**config.mk**
```make
export PLATFORM = sky130hd
export DESIGN_NAME = backing_store_map_table_flat
export DESIGN_NICKNAME = d
export VERILOG_FILES = /design/src/bsmt_pkg.sv /design/src/bsmt_req_if.sv /design/src/bsmt_rsp_if.sv /design/src/bsmt_pick.sv /design/src/backing_store_map_table.sv /design/src/flat_wrapper.sv
export SDC_FILE = /design/constraint.sdc
export NUM_CORES = 1
export LEC_CHECK = 0
export ABC_AREA = 1
export BUFFER_PORTS_ARGS = -buffer_cell sky130_fd_sc_hd__buf_2
export CELL_PAD_IN_SITES_DETAIL_PLACEMENT = 1
export CELL_PAD_IN_SITES_GLOBAL_PLACEMENT = 1
export CORE_MARGIN = 2
export CORE_UTILIZATION = 49
export DETAILED_ROUTE_END_ITERATION = 6
export PLACE_DENSITY = 0.79
export SLEW_MARGIN = 10
export SYNTH_ARGS = -nofsm -noshare
export SYNTH_HDL_FRONTEND = slang
export SYNTH_HIERARCHICAL = 1
export SYNTH_SLANG_ARGS = --single-unit
```
**constraint.sdc**
```tcl
create_clock -name clk -period 4.8 [get_ports clk]
set_clock_uncertainty 0.1 [all_clocks]
set_input_delay 0.96 -clock clk [delete_from_list [all_inputs] [get_ports clk]]
set_output_delay 0.96 -clock clk [all_outputs]
set_load 0.02 [all_outputs]
```
**src/bsmt_pkg.sv**
```systemverilog
// ----------------------------------------------------------------------------
// Backing-store map table package
// Field widths, command codes and offset limits shared by the block's files.
// ----------------------------------------------------------------------------
`timescale 1ns / 1ps

package bsmt_pkg;

  // Field widths
  localparam int CMD_W  = 2;
  localparam int EIDX_W = 3;
  localparam int PID_W  = 8;
  localparam int VA_W   = 32;
  localparam int BASE_W = 20;
  localparam int CNT_W  = 9;
  localparam int FIDX_W = 3;
  localparam int OFF_W  = 21;

  // Saturation limits of the signed page offset
  localparam logic signed [OFF_W-1:0] OFF_MAX = 21'sh0FFFFF;
  localparam logic signed [OFF_W-1:0] OFF_MIN = 21'sh100000;

  // Command codes
  typedef enum logic [CMD_W-1:0] {
    CMD_ALLOC  = 2'd0,
    CMD_FREE   = 2'd1,
    CMD_LOOKUP = 2'd2,
    CMD_MAP    = 2'd3
  } cmd_t;

endpackage

```
**src/bsmt_req_if.sv**
```systemverilog
// ----------------------------------------------------------------------------
// Backing-store map table command channel
// Valid/ready channel carrying one command per transfer.
// ----------------------------------------------------------------------------
`timescale 1ns / 1ps

interface bsmt_req_if import bsmt_pkg::*; ();
  logic              valid;
  logic              ready;
  logic [CMD_W-1:0]  cmd;
  logic [EIDX_W-1:0] entry_index;
  logic [PID_W-1:0]  process_id;
  logic [VA_W-1:0]   virtual_address;
  logic [BASE_W-1:0] base_page;
  logic [CNT_W-1:0]  page_count;

  modport source (
    output valid, cmd, entry_index, process_id, virtual_address, base_page, page_count,
    input  ready
  );

  modport sink (
    input  valid, cmd, entry_index, process_id, virtual_address, base_page, page_count,
    output ready
  );
endinterface

```
**src/bsmt_rsp_if.sv**
```systemverilog
// ----------------------------------------------------------------------------
// Backing-store map table result channel
// Valid/ready channel carrying one result per transfer.
// ----------------------------------------------------------------------------
`timescale 1ns / 1ps

interface bsmt_rsp_if import bsmt_pkg::*; ();
  logic                    valid;
  logic                    ready;
  logic                    ok;
  logic [FIDX_W-1:0]       found_index;
  logic signed [OFF_W-1:0] page_offset;

  modport source (
    output valid, ok, found_index, page_offset,
    input  ready
  );

  modport sink (
    input  valid, ok, found_index, page_offset,
    output ready
  );
endinterface

```
**src/bsmt_pick.sv**
```systemverilog
// ----------------------------------------------------------------------------
// Backing-store map table priority pick
// Reports whether any candidate is set and the index of the lowest one.
// ----------------------------------------------------------------------------
`timescale 1ns / 1ps

module bsmt_pick #(
  parameter int N = 8
) (
  input  logic [N-1:0]         cand,
  output logic                 hit,
  output logic [$clog2(N)-1:0] index
);

  localparam int IDX_W = $clog2(N);

  logic [N-1:0] lowest;

  // Isolate the lowest set bit, then encode it
  assign lowest = cand & (~cand + N'(1));
  assign hit    = |cand;

  always_comb begin
    index = '0;
    for (int k = 0; k < N; k++) begin
      if (lowest[k]) begin
        index = index | IDX_W'(k);
      end
    end
  end

endmodule

```
**src/backing_store_map_table.sv**
```systemverilog
// ----------------------------------------------------------------------------
// Backing-store map table
// ENTRIES-deep map of backing-store regions with allocate, free, lookup
// and map commands. Each gives one result; one is accepted per cycle
// unless both registers are full and the result stalls. The command is
// captured in an input register, all entries are compared in parallel
// with a priority pick, and the table and the result register update.
// The result register stalls independently, so a new command is taken
// while a finished result waits to be transferred. Commands act on the
// table strictly in order of acceptance. Lookup reports the lowest mapped
// entry owned by the process and the signed distance of the address page
// from that entry's base page, saturated to 21 bits. The page count of a
// map command is accepted but affects no answer. found_index carries the
// low three bits of the entry index; only entries 0 to 7 can be freed or
// mapped.
// ----------------------------------------------------------------------------
`timescale 1ns / 1ps

module backing_store_map_table import bsmt_pkg::*; #(
  parameter int ENTRIES    = 8,
  parameter int PAGE_SHIFT = 12
) (
  input  logic       clk,
  input  logic       rst,
  bsmt_req_if.sink   req,
  bsmt_rsp_if.source rsp
);

  localparam int IDX_W   = $clog2(ENTRIES);
  localparam int PG_W    = VA_W - PAGE_SHIFT;
  localparam int DIFF_W  = ((PG_W > BASE_W) ? PG_W : BASE_W) + 1;
  localparam int IDX_X_W = IDX_W + FIDX_W;
  localparam logic signed [DIFF_W-1:0] SAT_HI = DIFF_W'(OFF_MAX);
  localparam logic signed [DIFF_W-1:0] SAT_LO = DIFF_W'(OFF_MIN);

  // Input register
  logic              s1_valid;
  cmd_t              s1_cmd;
  logic [EIDX_W-1:0] s1_idx;
  logic [PID_W-1:0]  s1_pid;
  logic [PG_W-1:0]   s1_page;
  logic [BASE_W-1:0] s1_base;

  // Table
  logic [ENTRIES-1:0] mapped;
  logic [PID_W-1:0]   owner    [ENTRIES];
  logic [BASE_W-1:0]  base_tab [ENTRIES];

  // Result register
  logic                    rsp_valid;
  logic                    rsp_ok;
  logic [FIDX_W-1:0]       rsp_found;
  logic signed [OFF_W-1:0] rsp_off;

  logic                    s1_go;
  logic [ENTRIES-1:0]      sel;
  logic [ENTRIES-1:0]      match;
  logic                    free_hit;
  logic [IDX_W-1:0]        free_idx;
  logic                    m_hit;
  logic [IDX_W-1:0]        m_idx;
  logic [IDX_X_W-1:0]      free_idx_x;
  logic [IDX_X_W-1:0]      m_idx_x;
  logic [BASE_W-1:0]       hit_base;
  logic signed [DIFF_W-1:0] diff;
  logic signed [OFF_W-1:0] off_sat;
  logic                    ok_next;
  logic [FIDX_W-1:0]       found_next;
  logic signed [OFF_W-1:0] off_next;

  // Handshake: the input register moves whenever the result register is free
  assign s1_go     = s1_valid && (!rsp_valid || rsp.ready);
  assign req.ready = !s1_valid || !rsp_valid || rsp.ready;

  assign rsp.valid       = rsp_valid;
  assign rsp.ok          = rsp_ok;
  assign rsp.found_index = rsp_found;
  assign rsp.page_offset = rsp_off;

  // Capture the command
  always_ff @(posedge clk) begin
    if (rst) begin
      s1_valid <= 1'b0;
    end else if (req.ready) begin
      s1_valid <= req.valid;
    end
    if (req.valid && req.ready) begin
      s1_cmd  <= cmd_t'(req.cmd);
      s1_idx  <= req.entry_index;
      s1_pid  <= req.process_id;
      s1_page <= req.virtual_address[VA_W-1:PAGE_SHIFT];
      s1_base <= req.base_page;
    end
  end

  // Per-entry select and owner compare
  for (genvar k = 0; k < ENTRIES; k++) begin : g_entry
    assign sel[k]   = (32'(s1_idx) == k);
    assign match[k] = mapped[k] && (owner[k] == s1_pid);
  end

  bsmt_pick #(.N(ENTRIES)) u_free_pick (
    .cand  (~mapped),
    .hit   (free_hit),
    .index (free_idx)
  );

  bsmt_pick #(.N(ENTRIES)) u_match_pick (
    .cand  (match),
    .hit   (m_hit),
    .index (m_idx)
  );

  assign free_idx_x = IDX_X_W'(free_idx);
  assign m_idx_x    = IDX_X_W'(m_idx);

  // Page offset from the matched entry, saturated to the result width
  assign hit_base = base_tab[m_idx];
  assign diff     = $signed(DIFF_W'(s1_page) - DIFF_W'(hit_base));

  always_comb begin
    if (diff > SAT_HI) begin
      off_sat = OFF_MAX;
    end else if (diff < SAT_LO) begin
      off_sat = OFF_MIN;
    end else begin
      off_sat = diff[OFF_W-1:0];
    end
  end

  // Command decode
  always_comb begin
    ok_next    = 1'b0;
    found_next = '0;
    off_next   = '0;
    case (s1_cmd)
      CMD_ALLOC: begin
        ok_next    = free_hit;
        found_next = free_hit ? free_idx_x[FIDX_W-1:0] : '0;
      end
      CMD_FREE: begin
        ok_next = |(sel & mapped);
      end
      CMD_LOOKUP: begin
        ok_next    = m_hit;
        found_next = m_hit ? m_idx_x[FIDX_W-1:0] : '0;
        off_next   = m_hit ? off_sat : '0;
      end
      CMD_MAP: begin
        ok_next = |sel;
      end
      default: begin
        ok_next = 1'b0;
      end
    endcase
  end

  // Mapped flags; an unmapped entry's other fields are never read
  always_ff @(posedge clk) begin
    if (rst) begin
      mapped <= '0;
    end else if (s1_go) begin
      case (s1_cmd)
        CMD_FREE: mapped <= mapped & ~sel;
        CMD_MAP:  mapped <= mapped | sel;
        default:  mapped <= mapped;
      endcase
    end
  end

  // Owner and base page written by map
  always_ff @(posedge clk) begin
    for (int k = 0; k < ENTRIES; k++) begin
      if (s1_go && (s1_cmd == CMD_MAP) && sel[k]) begin
        owner[k]    <= s1_pid;
        base_tab[k] <= s1_base;
      end
    end
  end

  // Result register
  always_ff @(posedge clk) begin
    if (rst) begin
      rsp_valid <= 1'b0;
    end else if (!rsp_valid || rsp.ready) begin
      rsp_valid <= s1_valid;
    end
    if (s1_go) begin
      rsp_ok    <= ok_next;
      rsp_found <= found_next;
      rsp_off   <= off_next;
    end
  end

endmodule

```
**src/flat_wrapper.sv**
```systemverilog
// flat-port wrapper written by rule: the top's interface ports become plain ports
module backing_store_map_table_flat import bsmt_pkg::*;
#(
  parameter int ENTRIES    = 8,
  parameter int PAGE_SHIFT = 12
)
  (clk, rst, req_valid, req_cmd, req_entry_index, req_process_id, req_virtual_address, req_base_page, req_page_count, req_ready, rsp_valid, rsp_ok, rsp_found_index, rsp_page_offset, rsp_ready);
  bsmt_req_if req_i ();
  bsmt_rsp_if rsp_i ();
  input  logic clk;
  input  logic rst;
  input wire logic [$bits(req_i.valid)-1:0] req_valid;
  input wire logic [$bits(req_i.cmd)-1:0] req_cmd;
  input wire logic [$bits(req_i.entry_index)-1:0] req_entry_index;
  input wire logic [$bits(req_i.process_id)-1:0] req_process_id;
  input wire logic [$bits(req_i.virtual_address)-1:0] req_virtual_address;
  input wire logic [$bits(req_i.base_page)-1:0] req_base_page;
  input wire logic [$bits(req_i.page_count)-1:0] req_page_count;
  output wire logic [$bits(req_i.ready)-1:0] req_ready;
  output wire logic [$bits(rsp_i.valid)-1:0] rsp_valid;
  output wire logic [$bits(rsp_i.ok)-1:0] rsp_ok;
  output wire logic [$bits(rsp_i.found_index)-1:0] rsp_found_index;
  output wire logic [$bits(rsp_i.page_offset)-1:0] rsp_page_offset;
  input wire logic [$bits(rsp_i.ready)-1:0] rsp_ready;
  assign req_i.valid = req_valid;
  assign req_i.cmd = req_cmd;
  assign req_i.entry_index = req_entry_index;
  assign req_i.process_id = req_process_id;
  assign req_i.virtual_address = req_virtual_address;
  assign req_i.base_page = req_base_page;
  assign req_i.page_count = req_page_count;
  assign req_ready = req_i.ready;
  assign rsp_valid = rsp_i.valid;
  assign rsp_ok = rsp_i.ok;
  assign rsp_found_index = rsp_i.found_index;
  assign rsp_page_offset = rsp_i.page_offset;
  assign rsp_i.ready = rsp_ready;
  backing_store_map_table #(.ENTRIES(ENTRIES), .PAGE_SHIFT(PAGE_SHIFT)) u_core (.clk(clk), .rst(rst), .req(req_i), .rsp(rsp_i));
endmodule
```
Word-level counts from Yosys, hierarchy flattened
Memory sizes are Yosys's and may differ from the RTL's.
Index checks and enable logic that the tools add are counted.

word-level totals
  flip-flop bits (word level) = 88
  RAM bits = 224
  output and inout bits = 27
  word-level logic and storage cells = 175
  memories kept = 2

memory list
  name             words  bits a word  read ports  clocked after Yosys merged registers in  wr ports  line                           RTL
  u_core.base_tab  8      20           1           0                                        1         backing_store_map_table.sv:47  logic [BASE_W-1:0] base_tab [ENTRIES];
  u_core.owner     8      8            8           0                                        1         backing_store_map_table.sv:46  logic [PID_W-1:0] owner [ENTRIES];

operators by class
  add/sub/neg operators = 3
  $lt $le $gt $ge = 2
  eq/ne operators = 18
  multiplexer cells = 79
  bitwise operators = 11
  reduce and logical (&&, ||, !) cells = 48

operator list
  operator                                               number
  two-way mux 20 bit                                     8
  OR reduction 20 bit                                    7
  OR reduction 8 bit                                     11
  two-way mux 3 bit                                      24
  equality test 8 bit                                    8
  two-way mux 8 bit                                      7
  bitwise AND 8 bit                                      4
  two-way mux 1 bit                                      32
  inverter 8 bit                                         4
  greater-than comparator 21 bit, second input constant  1
  < comparator 21 bit, second input constant             1
  two-way mux 21 bit                                     1
  subtractor 20 x 20 -> 21 bit                           1
  logical AND 1 bit                                      19
  adder 8 x 1 -> 8 bit, second input constant            2
  case mux 8 bit (2 select lines)                        1
  equality test 3 bit, second input constant             4
  two-way mux 2 bit                                      4
  bitwise OR 8 bit                                       1
  equality test 3 x 2 -> 1 bit, second input constant    2
  case mux 3 bit (2 select lines)                        1
  equality test 2 bit, second input constant             2
  case mux 1 bit (4 select lines)                        1
  AND reduction 2 bit                                    2
  9 further kinds                                        13

Depth between registers and ports, before layout
An unclocked memory read counts as a cell.

  depth after elaboration = 18
  mapped depth = 31
  gate-level depth less buffers = 29

By module
Netlist, hierarchy kept.

modules (own cells, without submodules)
  module                   instances  cells an instance  area each (um2)  seq. area each (um2)
  backing_store_map_table  1          1043               13200.2          9268.9
  bsmt_pick                2          25                 108.9            0.0

Worst setup path after synthesis
No wires, ideal clock.

  path type = input port to flip-flop
  from = in rsp_ready
  to = reg u_core.s1_base[0], enable pin
  setup time = 0.465 ns
  data arrival time = 3.350 ns
  data required time = 4.235 ns
  setup slack = 0.885 ns
  stages = 4
  cells stage by stage = inv_1 nand2_2 nor2_1 nor2_1

on the way
  longest elaborated chain between the ends = 2

RTL lines
  what                  line                           RTL
  start, declared       flat_wrapper.sv:24             input wire logic [$bits(rsp_i.ready)-1:0] rsp_ready;
  logical OR 1 bit      backing_store_map_table.sv:73  assign req.ready = !s1_valid || !rsp_valid || rsp.ready;
  logical AND 1 bit     backing_store_map_table.sv:87  if (req.valid && req.ready) begin
  end signal, assigned  backing_store_map_table.sv:92  s1_base <= req.base_page;
  end, declared         backing_store_map_table.sv:42  logic [BASE_W-1:0] s1_base;

No other way between the ends.
A chain may end at the register's enable or synchronous reset.

Final worst setup path
  from = reg u_core.s1_pid[1]
  to = reg u_core.rsp_off[18], in the netlist u_core/rsp.page_offset[18] (data pin)

on the way
  longest elaborated chain between the ends = 17

RTL lines
  what                              line                            RTL
  start, declared                   backing_store_map_table.sv:40   logic [PID_W-1:0] s1_pid;
  start signal, assigned            backing_store_map_table.sv:90   s1_pid <= req.process_id;
  equality test 8 bit (*)           backing_store_map_table.sv:99   assign match[k] = mapped[k] && (owner[k] == s1_pid);
  logical AND 1 bit (*)             backing_store_map_table.sv:99
  net u_core.match[0]               backing_store_map_table.sv:57   logic [ENTRIES-1:0] match;
  inverter 8 bit (*)                bsmt_pick.sv:20                 assign lowest = cand & (~cand + N'(1));
  adder 8 x 1 -> 8 bit (*)          bsmt_pick.sv:20
  bitwise AND 8 bit (*)             bsmt_pick.sv:20
  two-way mux 1 bit                 bsmt_pick.sv:26                 if (lowest[k]) begin
  two-way mux 2 bit (2 in a row)    bsmt_pick.sv:26
  two-way mux 3 bit (3 in a row)    bsmt_pick.sv:26
  two-way mux 3 bit (*)             bsmt_pick.sv:26
  net u_core.m_idx[0]               backing_store_map_table.sv:61   logic [IDX_W-1:0] m_idx;
  memory read (8 x 20 bit) (*)      n/a
  subtractor 20 x 20 -> 21 bit (*)  backing_store_map_table.sv:119  assign diff = $signed(DIFF_W'(s1_page) - DIFF_W'(hit_base));
  < comparator 21 bit               backing_store_map_table.sv:124  end else if (diff < SAT_LO) begin
  two-way mux 21 bit                backing_store_map_table.sv:124
  two-way mux 20 bit (*)            backing_store_map_table.sv:122  if (diff > SAT_HI) begin
  end signal, assigned              backing_store_map_table.sv:191  rsp_off <= off_next;
  end, declared                     backing_store_map_table.sv:53   logic signed [OFF_W-1:0] rsp_off;

Mark *: on every way through the listed nets, which the timed path passes. The rest lies on a longest branch.

==> flow_metrics.env <==
export IMPL_synthTopCellsByArea="edfxtp_1, nor2_1, nand2_1"
export IMPL_grt_usage_pct=24.04
export IMPL_synth_top_cell_area_share_pct=67.59
export IMPL_powerDensity_nw_per_um2=373.7
export IMPL_netlist_instances=1093
export IMPL_yosys_warnings=6
export IMPL_cp_start_kind="flip-flop"
export IMPL_vias=8989
export IMPL_antenna_found_initial=0
export IMPL_die_h_um=169.5
export IMPL_drt_pass1_iter_count=5
export IMPL_ant_nets=0
export IMPL_yosysUniqueCellTypes=47
export IMPL_cts_root_buf="clkbuf_16"
export IMPL_holdWs_ns=0.3848
export IMPL_final_hold_viol_count=0
export IMPL_ys_async_sr_fraction_pct=0
export IMPL_period_share_pct=94.95
export IMPL_status="completed"
export IMPL_drc_errors=0
export IMPL_endpoint_kind="flip-flop"
export IMPL_clockBufferDepth=3
export IMPL_post_place_cells=1511
export IMPL_grt_max_degree=54
export IMPL_cp_required_ns=4.96
export IMPL_synth_area_um2=13420
export IMPL_drv_slew=0
export IMPL_ys_seq_area_share_pct=69.08
export IMPL_syn2layout_area_growth_pct=17.12
export IMPL_vdd_drop_max_v=0.0003034
export IMPL_max_slew_margin_pct=42.14
export IMPL_path_max_fanout=30
export IMPL_cts_made_buffers=34
export IMPL_path_clk_slew_ns=0.06
export IMPL_die_w_um=169.5
export IMPL_setup_violations=0
export IMPL_synth_nets=1194
export IMPL_crit_type="flip-flop to flip-flop"
export IMPL_nets=1327
export IMPL_synth_edff_count=302
export IMPL_dp_slack_ns=0.09092
export IMPL_overflow=0
export IMPL_ctsHtreeMaxLevel=2
export IMPL_die_area_um2=28720
export IMPL_final_cell_mix="edfxtp_1, nor2_1, nand2_1, inv_1, buf_2"
export IMPL_synth_seq_cells=312
export IMPL_initial_core_util_pct=49.79
export IMPL_maxCapViolations=0
export IMPL_wirelength_um=35020
export IMPL_min_path_type="flip-flop to flip-flop"
export IMPL_portBuffers=83
export IMPL_fp_row_count=60
export IMPL_cellLeakagePower_nw=5.710
export IMPL_min_period_ns=4.557
export IMPL_syn_avg_cell_area_um2=12.28
export IMPL_drive_gt1_share_pct=19.20
export IMPL_n_antenna_cell=0
export IMPL_clock_latency_ns=0.51
export IMPL_tightest_slew_ns=0.8669
export IMPL_tritoncts="done"
export IMPL_dr_first_iter_drc_count=820
export IMPL_worst_slack_ns=0.2426
export IMPL_core_um2=26950
export IMPL_ys_flop_type="edfxtp_1"
export IMPL_clock_fmax_ghz=0.2194
export IMPL_final_common_cell="edfxtp_1"
export IMPL_ios=105
export IMPL_fillers=2717
export IMPL_arrival_ns=4.71
export IMPL_viasPerCell=5.650
export IMPL_hpwl_um=21620
export IMPL_grt_pass1_wl_um=52320
export IMPL_final_instance_count_excl_fill=1591
export IMPL_clock_sinks=312
export IMPL_gp_congestion=0.8369
export IMPL_routedWlPerCell_um=22.01
export IMPL_synth_top_cell_by_area="edfxtp_1"
export IMPL_grt_pass1_vias=9311
worst paths after layout:
path                    startpoint                    endpoint  slack, ns  cells past startpoint
setup / recovery  u_core/s1_pid[1]  u_core/rsp.page_offset[18]       0.24                     23
hold / removal           flip-flop                   flip-flop       0.38                      2
setup reg to reg  u_core/s1_pid[1]  u_core/rsp.page_offset[18]       0.24                     23
hold reg to reg          flip-flop                   flip-flop       0.38                      2
critical path: stages (launching register included):
cell and delay (ns):
edfxtp_1 0.51, buf_4 0.24, xor2_1 0.16, a221oi_1 0.21
nand3_1 0.15, nor2_1 0.14, inv_1 0.08, nand2_1 0.16
nor2_2 0.08, nand3_1 0.09, nand2_2 0.10, buf_12 0.19
buf_4 0.19, nor2_1 0.12, o32ai_1 0.09, o21ai_0 0.45
ha_1 0.37, a21oi_1 0.19, o21ai_0 0.10, buf_4 0.15
a21oi_1 0.19, nand3_2 0.09, nand2_1 0.07, nor2_1 0.06
layer usage:
metal / up-vias / wire, um / GRT usage, %
met1: 4432 / 14810 / 32.16
met4: 0 / 884 / 7.729
li1: 4177 / - / -
met5: - / 0 / 0
met2: 311 / 17270 / 40.44
met3: 69 / 2052 / 3.871
cells in the mapped netlist (all sizes together), types with 10 or more instances:
master	instances
o32ai	21
mux2i	19
ha	22
nor2	168
edfxtp	302
nand3	32
a21oi	41
inv	106
dfxtp	10
o22ai	14
o221ai	18
xnor2	20
clkbuf	10
o21ai	83
buf	27
nand2	148
kinds of logic (layout without fill, tap and decap cells):
family / count (synthesis) / after routing / synth area share (%)
buffers and inverters: 146 / 303 / 4.625
AND/OR/NAND/NOR: 362 / 362 / 11.30
adder cells (fa/ha/maj): 23 / 23 / 2.201
AO/OA/AOI/OAI: 207 / 207 / 9.810
flip-flops: 312 / 312 / 69.08
XOR/XNOR: 24 / 24 / 1.567
multiplexers: 19 / 19 / 1.417
metrics by stage:
step	cell area [um2]	util [%]	setup TNS, ns	total power [mW]
floorplan	13420	-	0	3.260
global placement	14400	53.42	0	3.352
detailed placement	14400	53.42	0	3.366
CTS	15480	57.44	0	5.889
global route	15720	58.31	-0.1497	6.039
finish	15720	58.31	0	5.873
registers in the layout, indices dropped and copies added, names as in the netlist, named ones only:
register,cells
u_core/s1_idx,3
u_core/rsp.valid,1
u_core/s1_cmd,2
u_core/rsp.ok,1
u_core/rsp.found_index,3
u_core/owner,64
u_core/base_tab,160
u_core/s1_page,20
u_core/s1_pid,8
u_core/rsp.page_offset,21
u_core/s1_base,20
u_core/s1_valid,1
final cells by class:
| type | instances | area, um2 | share of cell area [%] |
|---|---|---|---|
| timing repair inverter | 2 | 15.01 | 0.09554 |
| clock inverter | 13 | 87.58 | 0.5573 |
| tap | 341 | 426.7 | 2.715 |
| timing repair buffer | 132 | 899.6 | 5.725 |
| sequential | 312 | 9269 | 58.98 |
| multi-input combinational | 635 | 3602 | 22.92 |
| inverter | 109 | 421.7 | 2.683 |
| clock buffer | 47 | 993.5 | 6.322 |
where the power goes:
group	internal [mW]	total [mW]	switching (mW)	leakage (nW)
logic	0.0899	0.253	0.164	2.31
registers	3.04	3.08	0.0413	2.86
clock network	1.50	2.54	1.04	0.535
what timing repair did:
item                       4_1_cts  5_1_grt
cloned                           0        3
hold buffers                     0        0
pin swaps                        0        4
buffers inserted                 0       17
setup endpoints to repair        1       17
resized for setup                1       21
Note: power is estimated with default switching activity, not from simulation.
